$ cat src/sv/lrg_pkg.sv
// shared types and constants for the lcg random range generator
`default_nettype none

package lrg_pkg;

   localparam int unsigned DATA_W   = 32;
   localparam int unsigned SPAN_W   = DATA_W + 1;
   localparam int unsigned ADDR_W   = 4;
   localparam int unsigned MAX_TRIES = 64;
   localparam int unsigned TRY_W    = $clog2(MAX_TRIES);

   localparam logic [DATA_W-1:0] MULT_RESET = 32'd981237;
   localparam logic [DATA_W-1:0] INC_RESET  = 32'd12341234;
   localparam logic [DATA_W-1:0] MOD_RESET  = 32'd2147483647;
   localparam logic [DATA_W-1:0] SEED_RESET = 32'd1;

   // request codes
   localparam logic [1:0] REQ_RAW    = 2'd0;
   localparam logic [1:0] REQ_MOD    = 2'd1;
   localparam logic [1:0] REQ_BUCKET = 2'd2;

   // register indexes
   localparam logic [1:0] REG_MULT = 2'd0;
   localparam logic [1:0] REG_INC  = 2'd1;
   localparam logic [1:0] REG_MOD  = 2'd2;
   localparam logic [1:0] REG_SEED = 2'd3;

   typedef enum logic [3:0] {
      ST_IDLE,
      ST_BDIV_GO,
      ST_BDIV_WAIT,
      ST_MUL_GO,
      ST_MUL_WAIT,
      ST_MOD_GO,
      ST_MOD_WAIT,
      ST_POST,
      ST_RNG_GO,
      ST_RNG_WAIT,
      ST_DONE
   } state_type;

endpackage

`default_nettype wire

$ cat src/sv/lrg_serial_mul.sv
// bit-serial shift-add multiply-accumulate, low word only
`default_nettype none

module lrg_serial_mul #(
   parameter int unsigned DATA_W = 32
) (
   input  wire logic              clock,
   input  wire logic              reset,
   input  wire logic              start,
   input  wire logic [DATA_W-1:0] mcand,
   input  wire logic [DATA_W-1:0] mplier,
   input  wire logic [DATA_W-1:0] addend,
   output logic                   done,
   output logic [DATA_W-1:0]      result
);

   localparam int unsigned CNT_W = $clog2(DATA_W);
   localparam logic [CNT_W-1:0] CNT_LAST = CNT_W'(DATA_W - 1);

   logic              busy_ff, busy_in;
   logic              done_ff, done_in;
   logic [CNT_W-1:0]  cnt_ff, cnt_in;
   logic [DATA_W-1:0] acc_ff, acc_in;
   logic [DATA_W-1:0] a_ff, a_in;
   logic [DATA_W-1:0] b_ff, b_in;

   always_comb begin
      busy_in = busy_ff;
      done_in = 1'b0;
      cnt_in  = cnt_ff;
      acc_in  = acc_ff;
      a_in    = a_ff;
      b_in    = b_ff;
      if (start) begin
         busy_in = 1'b1;
         cnt_in  = '0;
         acc_in  = addend;
         a_in    = mcand;
         b_in    = mplier;
      end else if (busy_ff) begin
         // one multiplier bit per cycle
         acc_in = acc_ff + (b_ff[0] ? a_ff : '0);
         a_in   = {a_ff[DATA_W-2:0], 1'b0};
         b_in   = {1'b0, b_ff[DATA_W-1:1]};
         cnt_in = cnt_ff + 1'b1;
         if (cnt_ff == CNT_LAST) begin
            busy_in = 1'b0;
            done_in = 1'b1;
         end
      end
   end

   always_ff @(posedge clock) begin
      if (reset) begin
         busy_ff <= 1'b0;
         done_ff <= 1'b0;
         cnt_ff  <= '0;
      end else begin
         busy_ff <= busy_in;
         done_ff <= done_in;
         cnt_ff  <= cnt_in;
      end
      acc_ff <= acc_in;
      a_ff   <= a_in;
      b_ff   <= b_in;
   end

   assign done   = done_ff;
   assign result = acc_ff;

endmodule

`default_nettype wire

$ cat src/sv/lrg_serial_div.sv
// restoring divider, one quotient bit per cycle
`default_nettype none

module lrg_serial_div #(
   parameter int unsigned DATA_W = 33
) (
   input  wire logic              clock,
   input  wire logic              reset,
   input  wire logic              start,
   input  wire logic [DATA_W-1:0] dividend,
   input  wire logic [DATA_W-1:0] divisor,
   output logic                   done,
   output logic [DATA_W-1:0]      quotient,
   output logic [DATA_W-1:0]      remainder
);

   localparam int unsigned CNT_W = $clog2(DATA_W);
   localparam logic [CNT_W-1:0] CNT_LAST = CNT_W'(DATA_W - 1);

   logic              busy_ff, busy_in;
   logic              done_ff, done_in;
   logic [CNT_W-1:0]  cnt_ff, cnt_in;
   logic [DATA_W-1:0] rem_ff, rem_in;
   logic [DATA_W-1:0] quo_ff, quo_in;
   logic [DATA_W-1:0] dvs_ff, dvs_in;
   logic [DATA_W:0]   shifted;
   logic [DATA_W:0]   trial;

   assign shifted = {rem_ff, quo_ff[DATA_W-1]};
   assign trial   = shifted - {1'b0, dvs_ff};

   always_comb begin
      busy_in = busy_ff;
      done_in = 1'b0;
      cnt_in  = cnt_ff;
      rem_in  = rem_ff;
      quo_in  = quo_ff;
      dvs_in  = dvs_ff;
      if (start) begin
         busy_in = 1'b1;
         cnt_in  = '0;
         rem_in  = '0;
         quo_in  = dividend;
         dvs_in  = divisor;
      end else if (busy_ff) begin
         // partial remainder stays below the divisor, so it fits the word
         if (!trial[DATA_W]) begin
            rem_in = trial[DATA_W-1:0];
            quo_in = {quo_ff[DATA_W-2:0], 1'b1};
         end else begin
            rem_in = shifted[DATA_W-1:0];
            quo_in = {quo_ff[DATA_W-2:0], 1'b0};
         end
         cnt_in = cnt_ff + 1'b1;
         if (cnt_ff == CNT_LAST) begin
            busy_in = 1'b0;
            done_in = 1'b1;
         end
      end
   end

   always_ff @(posedge clock) begin
      if (reset) begin
         busy_ff <= 1'b0;
         done_ff <= 1'b0;
         cnt_ff  <= '0;
      end else begin
         busy_ff <= busy_in;
         done_ff <= done_in;
         cnt_ff  <= cnt_in;
      end
      rem_ff <= rem_in;
      quo_ff <= quo_in;
      dvs_ff <= dvs_in;
   end

   assign done      = done_ff;
   assign quotient  = quo_ff;
   assign remainder = rem_ff;

endmodule

`default_nettype wire

$ cat src/sv/lcg_random_range_generator.sv
// top level: lcg random number generator with ranged and bucketed draws
//
//   channel   direction  handshake            payload
//   req       in         req_valid/req_stall  req_type, req_range_max
//   rsp       out        rsp_valid/rsp_stall  rsp_value, rsp_range_error
//   csr       in/out     apb-style            multiplier, increment, modulus, seed
//
// one request at a time. each lcg step runs the serial multiplier and then the
// serial divider for the modulus reduction (no divide when the modulus is 0).
// a ranged reduction or the bucket size divide adds one more serial divide.
// a bucketed draw repeats the lcg step up to 64 times.
// reset is synchronous and loads the register defaults and the idle state.
// a finished result waits in the output register while the next request is taken.
`default_nettype none

module lcg_random_range_generator (
   input  wire logic                        clock,
   input  wire logic                        reset,
   input  wire logic                        req_valid,
   output logic                             req_stall,
   input  wire logic [1:0]                  req_type,
   input  wire logic [lrg_pkg::DATA_W-1:0]  req_range_max,
   output logic                             rsp_valid,
   input  wire logic                        rsp_stall,
   output logic [lrg_pkg::DATA_W-1:0]       rsp_value,
   output logic                             rsp_range_error,
   input  wire logic                        csr_psel,
   input  wire logic                        csr_penable,
   input  wire logic                        csr_pwrite,
   input  wire logic [lrg_pkg::ADDR_W-1:0]  csr_paddr,
   input  wire logic [lrg_pkg::DATA_W-1:0]  csr_pwdata,
   output logic [lrg_pkg::DATA_W-1:0]       csr_prdata,
   output logic                             csr_pready
);

   import lrg_pkg::*;

   state_type state_ff, state_in;

   logic [DATA_W-1:0] mult_ff, inc_ff, mod_ff, seed_ff, lcg_ff;
   logic [1:0]        type_ff;
   logic [DATA_W-1:0] rmax_ff;
   logic [SPAN_W-1:0] bsize_ff;
   logic [TRY_W-1:0]  tries_ff;
   logic [DATA_W-1:0] res_ff;
   logic              err_ff;
   logic              rsp_valid_ff;
   logic [DATA_W-1:0] rsp_value_ff;
   logic              rsp_err_ff;

   logic              req_take;
   logic              cfg_write;
   logic [1:0]        cfg_index;
   logic              mod_zero;
   logic [SPAN_W-1:0] span;
   logic              in_ranged;
   logic              in_bad;
   logic              rsp_load;
   logic              is_mod_req;
   logic              is_bucket_req;
   logic              q_ok;
   logic              give_up;

   logic              mul_start, mul_done;
   logic [DATA_W-1:0] mul_result;
   logic              div_start, div_done;
   logic [SPAN_W-1:0] div_dividend, div_divisor, div_quot, div_rem;

   assign cfg_write = csr_psel && csr_penable && csr_pwrite && csr_pready;
   assign cfg_index = csr_paddr[3:2];
   assign csr_pready = 1'b1;

   // modulus 0 stands for the full 2^32 span
   assign mod_zero = (mod_ff == '0);
   assign span     = {mod_zero, mod_ff};

   assign req_take  = req_valid && !req_stall;
   assign in_ranged = (req_type == REQ_MOD) || (req_type == REQ_BUCKET);
   assign in_bad    = (req_range_max == '0) || ({1'b0, req_range_max} > span);

   assign is_mod_req    = (type_ff == REQ_MOD);
   assign is_bucket_req = (type_ff == REQ_BUCKET);
   assign q_ok    = (div_quot < {1'b0, rmax_ff});
   assign give_up = (tries_ff == TRY_W'(MAX_TRIES - 1));

   // next state
   always_comb begin
      state_in = state_ff;
      case (state_ff)
         ST_IDLE: begin
            if (req_take) begin
               if (in_ranged && in_bad) state_in = ST_DONE;
               else if (req_type == REQ_BUCKET) state_in = ST_BDIV_GO;
               else state_in = ST_MUL_GO;
            end
         end
         ST_BDIV_GO:   state_in = ST_BDIV_WAIT;
         ST_BDIV_WAIT: if (div_done) state_in = ST_MUL_GO;
         ST_MUL_GO:    state_in = ST_MUL_WAIT;
         ST_MUL_WAIT: begin
            if (mul_done) state_in = mod_zero ? ST_POST : ST_MOD_GO;
         end
         ST_MOD_GO:    state_in = ST_MOD_WAIT;
         ST_MOD_WAIT:  if (div_done) state_in = ST_POST;
         ST_POST: begin
            if (is_mod_req || is_bucket_req) state_in = ST_RNG_GO;
            else state_in = ST_DONE;
         end
         ST_RNG_GO:    state_in = ST_RNG_WAIT;
         ST_RNG_WAIT: begin
            if (div_done) begin
               if (is_mod_req || q_ok || give_up) state_in = ST_DONE;
               else state_in = ST_MUL_GO;
            end
         end
         ST_DONE:      if (rsp_load) state_in = ST_IDLE;
         default:      state_in = ST_IDLE;
      endcase
   end

   // outputs of the sequencer
   always_comb begin
      req_stall    = (state_ff != ST_IDLE);
      mul_start    = (state_ff == ST_MUL_GO);
      div_start    = 1'b0;
      div_dividend = {1'b0, lcg_ff};
      div_divisor  = {1'b0, rmax_ff};
      rsp_load     = 1'b0;
      case (state_ff)
         ST_BDIV_GO: begin
            div_start    = 1'b1;
            div_dividend = span;
            div_divisor  = {1'b0, rmax_ff};
         end
         ST_MOD_GO: begin
            div_start    = 1'b1;
            div_dividend = {1'b0, mul_result};
            div_divisor  = {1'b0, mod_ff};
         end
         ST_RNG_GO: begin
            div_start    = 1'b1;
            div_dividend = {1'b0, lcg_ff};
            div_divisor  = is_mod_req ? {1'b0, rmax_ff} : bsize_ff;
         end
         ST_DONE: begin
            rsp_load = !rsp_valid_ff || !rsp_stall;
         end
         default: begin
            div_start = 1'b0;
         end
      endcase
   end

   lrg_serial_mul #(
      .DATA_W (DATA_W)
   ) u_mul (
      .clock  (clock),
      .reset  (reset),
      .start  (mul_start),
      .mcand  (lcg_ff),
      .mplier (mult_ff),
      .addend (inc_ff),
      .done   (mul_done),
      .result (mul_result)
   );

   lrg_serial_div #(
      .DATA_W (SPAN_W)
   ) u_div (
      .clock     (clock),
      .reset     (reset),
      .start     (div_start),
      .dividend  (div_dividend),
      .divisor   (div_divisor),
      .done      (div_done),
      .quotient  (div_quot),
      .remainder (div_rem)
   );

   // control state, configuration and lcg state
   always_ff @(posedge clock) begin
      if (reset) begin
         state_ff     <= ST_IDLE;
         mult_ff      <= MULT_RESET;
         inc_ff       <= INC_RESET;
         mod_ff       <= MOD_RESET;
         seed_ff      <= SEED_RESET;
         lcg_ff       <= SEED_RESET;
         tries_ff     <= '0;
         rsp_valid_ff <= 1'b0;
      end else begin
         state_ff <= state_in;
         if (cfg_write) begin
            case (cfg_index)
               REG_MULT: mult_ff <= csr_pwdata;
               REG_INC:  inc_ff  <= csr_pwdata;
               REG_MOD:  mod_ff  <= csr_pwdata;
               REG_SEED: begin
                  seed_ff <= csr_pwdata;
                  lcg_ff  <= csr_pwdata;
               end
               default:  mult_ff <= mult_ff;
            endcase
         end else if (state_ff == ST_MUL_WAIT && mul_done && mod_zero) begin
            lcg_ff <= mul_result;
         end else if (state_ff == ST_MOD_WAIT && div_done) begin
            lcg_ff <= div_rem[DATA_W-1:0];
         end
         if (req_take) begin
            tries_ff <= '0;
         end else if (state_ff == ST_RNG_WAIT && div_done) begin
            tries_ff <= tries_ff + 1'b1;
         end
         if (rsp_load) rsp_valid_ff <= 1'b1;
         else if (!rsp_stall) rsp_valid_ff <= 1'b0;
      end
   end

   // request and result payload
   always_ff @(posedge clock) begin
      if (req_take) begin
         type_ff <= req_type;
         rmax_ff <= req_range_max;
         err_ff  <= in_ranged && in_bad;
         res_ff  <= '0;
      end
      if (state_ff == ST_BDIV_WAIT && div_done) bsize_ff <= div_quot;
      if (state_ff == ST_POST) res_ff <= lcg_ff;
      if (state_ff == ST_RNG_WAIT && div_done) begin
         if (is_mod_req) res_ff <= div_rem[DATA_W-1:0];
         else if (q_ok) res_ff <= div_quot[DATA_W-1:0];
         else res_ff <= rmax_ff - 1'b1;
      end
      if (rsp_load) begin
         rsp_value_ff <= res_ff;
         rsp_err_ff   <= err_ff;
      end
   end

   always_comb begin
      case (cfg_index)
         REG_MULT: csr_prdata = mult_ff;
         REG_INC:  csr_prdata = inc_ff;
         REG_MOD:  csr_prdata = mod_ff;
         REG_SEED: csr_prdata = seed_ff;
         default:  csr_prdata = '0;
      endcase
   end

   assign rsp_valid       = rsp_valid_ff;
   assign rsp_value       = rsp_value_ff;
   assign rsp_range_error = rsp_err_ff;

endmodule

`default_nettype wire
$ cat config.mk
export PLATFORM = sky130hd
export DESIGN_NAME = lcg_random_range_generator
export DESIGN_NICKNAME = d
export VERILOG_FILES = /design/src/sv/lrg_pkg.sv /design/src/sv/lrg_serial_mul.sv /design/src/sv/lrg_serial_div.sv /design/src/sv/lcg_random_range_generator.sv
export SDC_FILE = /design/constraint.sdc
export NUM_CORES = 1
export LEC_CHECK = 0
export BUFFER_PORTS_ARGS = -buffer_cell sky130_fd_sc_hd__buf_2
export CAP_MARGIN = 20
export CORE_UTILIZATION = 50
export CTS_BUF_LIST = sky130_fd_sc_hd__clkbuf_8
export DETAILED_ROUTE_END_ITERATION = 16
export HOLD_SLACK_MARGIN = 0.15
export PLACE_DENSITY = 0.68
export SLEW_MARGIN = 10
export SYNTH_ARGS = -nofsm -noshare
export SYNTH_HDL_FRONTEND = slang
export SYNTH_SLANG_ARGS = --single-unit
$ cat constraint.sdc
create_clock -name clock -period 8.4 [get_ports clock]
set_input_delay 1.26 -clock clock [delete_from_list [all_inputs] [get_ports clock]]
set_output_delay 1.26 -clock clock [all_outputs]
set_load 0.005 [all_outputs]
==> reports/summary.txt <==
first-pass GRT wire length: 128000 um
Mapped Cells: 2967
Unique masters post-synth: 80
Slew Viols, Final: 0
Final nets: 3269
die height: 238 um
via count: 23.1k
I/O Buffers: 141
Fill cells: 4923
most used cell, CP: nand2_1
Max-slew headroom: 0.216
Synthesized Nets: 3181
DRC viols: 0
final RePlAce weighted congestion: 0.957
outcome: finished, final reports clean
peak supply drop: 0.136 mV
CP startpoint kind: register
register area share after synthesis: 0.475
Tcrit/Tclk final: 0.502
GR Overflow Total: 0
dpl hpwl: 60700 um
FFs w/ async S/R, synth: 0
Buf+Inv Stages, Crit Path: 1
Post-synth EDFFs: 295
H-Tree Depth: 3
worst path cell trace: nand2_1 -> inv_1 -> ha_1 -> a21oi_1 -> o211ai_1 -> a21o_1 -> a41oi_2 -> a311oi_1 -> o41ai_2 -> nor2_1 -> o311ai_0 -> nand2_1
Layout Area Growth over Synthesis: 11.6%
max cap viols: 0
Max Freq: 237 MHz
# rows: 86
min cycle time layout: 4.22 ns
slowest CP cell: edfxtp_1
Worst Hold Class: reg -> reg
largest net degree at the start of global routing: 94
reg-to-reg slack, setup: 4.18 ns
Pre-Repair DR Iteration Count: 5
Total Routed Length: 84200 um
Worst Clk Skew: 0.0512 ns
Critical Setup Path Class: reg -> reg
Num CTS Buffers: 85
Final Hold Fails: 0
io pins: 145
crit path capture type: register
layout cell share with drive strength beyond 1: 0.121
Yosys warning count: 0
number of nets still failing antenna checks after routing: 0
CTS Buffer Depth: 3
worst slew pin tran: 1.18 ns
Crit path max-delay family: compound AO/OA/AOI/OAI gates
# Post-CTS Setup Buffers: 0
PD cells: 315 nW/um^2
CTS tree: yes
die width: 238 um
Root Driver: clkbuf_8
Pleak: 0.0125 uW
Clock Sink Count: 514
Worst EP arrival: 4.62 ns
Setup TNS Final: 0 ns
Clock Latency Late Sink: 0.68 ns
data required time of the critical path: 8.80 ns
Mean Syn Cell Area: 9.41 um^2
Post-synth top flop: edfxtp_1
mapped cell area: 27900 um^2
Tot Pwr: 9820 uW
Seq cells post-synth: 514
cts repair resizes: 0
wire per inst: 21.7 um
Worst-path clk slew: 0.06 ns
vias in the first global route: 21.9k
DR vias/cell: 5.97
worst-path fanout max: 32
die area: 56800 um^2
initial DRC count: 2429
# hold bufs at CTS: 0
Initial Util: 0.507
Finish-stage setup viols: 0
Core Region: 55100 um^2
initial antenna violation count: 5
Final Core Density: 0.565
GRT Total Usage: 0.294
unrepaired setup endpoints after global routing: no
CP peak stage delay: 0.94 ns
cells in the final DEF (no fill, tap or decap), types with 60 or more instances in the layout:
master / synthesis / routed
nor2_1: 195 / 193
ha_1: 135 / 135
clkbuf_8: 0 / 106
nand2_1: 618 / 617
buf_2: 11 / 140
edfxtp_1: 295 / 295
a21oi_1: 200 / 198
mux2i_1: 77 / 77
dfxtp_1: 219 / 218
o21ai_0: 173 / 173
xnor2_1: 60 / 60
inv_1: 135 / 159
cells in the mapped netlist, types with 24 or more instances:
library cell    n  area (um^2)
a211o_1        35          307
a211oi_1       47          353
a21o_1         45          338
a21oi_1       200         1000
a22oi_1        57          428
and2_1         38          238
and3_1         28          175
clkbuf_1      153          574
dfxtp_1       219         4380
edfxtp_1      295         8860
ha_1          135         1690
inv_1         135          507
mux2i_1        77          771
mux4_2         32          721
nand2_1       618         2320
nand3_1        37          185
nand3b_1       31          233
nand4_1        24          150
nor2_1        195          732
nor3_1         26          130
o211ai_1       39          293
o21ai_0       173          866
xnor2_1        60          526
xor2_1         29          254
path summary, 6_finish.rpt:
| path | from | to | cells past startpoint |
|---|---|---|---|
| setup / recovery | u_mul.b_ff[0] | u_mul.result[27] | 12 |
| setup reg to reg | u_mul.b_ff[0] | u_mul.result[27] | 12 |
| hold / removal | res_ff[7] | rsp_value[7] | 0 |
| hold reg to reg | res_ff[7] | rsp_value[7] | 0 |
through the flow:
step	area [um^2]	instances	hold WS (ns)	setup slack, ns
after global routing	31100	3878	0.412	4.03
after detailed placement	29200	3716	0.408	4.29
final	31100	3878	0.416	4.18
after floorplan	27900	2967	0.400	4.45
after global placement	29200	3716	0.402	4.31
after CTS	31100	3876	0.416	4.29
registers in the layout (all words and copies together) (netlist names), 33 cells and up:
signal           flops
bsize_ff            33
u_div.dvs_ff        33
u_div.quotient      33
u_div.remainder     33
where the power goes:
part	internal [uW]	switching (uW)	leakage (uW)
Sequential	3360	504	0.00452
Clock	1390	1080	0.00106
Combinational	1310	2170	0.00691
logic make-up after synthesis:
family | synth area share
AND/OR/NAND/NOR | 0.173
AO/OA/AOI/OAI | 0.164
flip-flops | 0.475
buffers and inverters | 0.0433
adder cells (fa/ha/maj) | 0.0620
multiplexers | 0.0534
XOR/XNOR | 0.0295
other | 0.000134
area by class of cell:
class,instances,area (um^2),share of cell area
repair buffers,175,963,0.0309
inverters,137,514,0.0165
multi-input cells,2142,13600,0.436
diodes,2,5.00,0.000161
clock inverters,54,453,0.0145
clock buffers,106,1460,0.0469
flip-flops and latches,514,13200,0.425
well taps,748,936,0.0301
routing by layer:
metal,up-vias,GRT usage,routed length [um]
li1,10834,-,-
met1,11120,0.429,37700
met2,1035,0.446,36800
met3,146,0.0389,7200
met4,0,0.106,2460
met5,-,0,0
No activity file was read; power rests on OpenSTA's default activity.
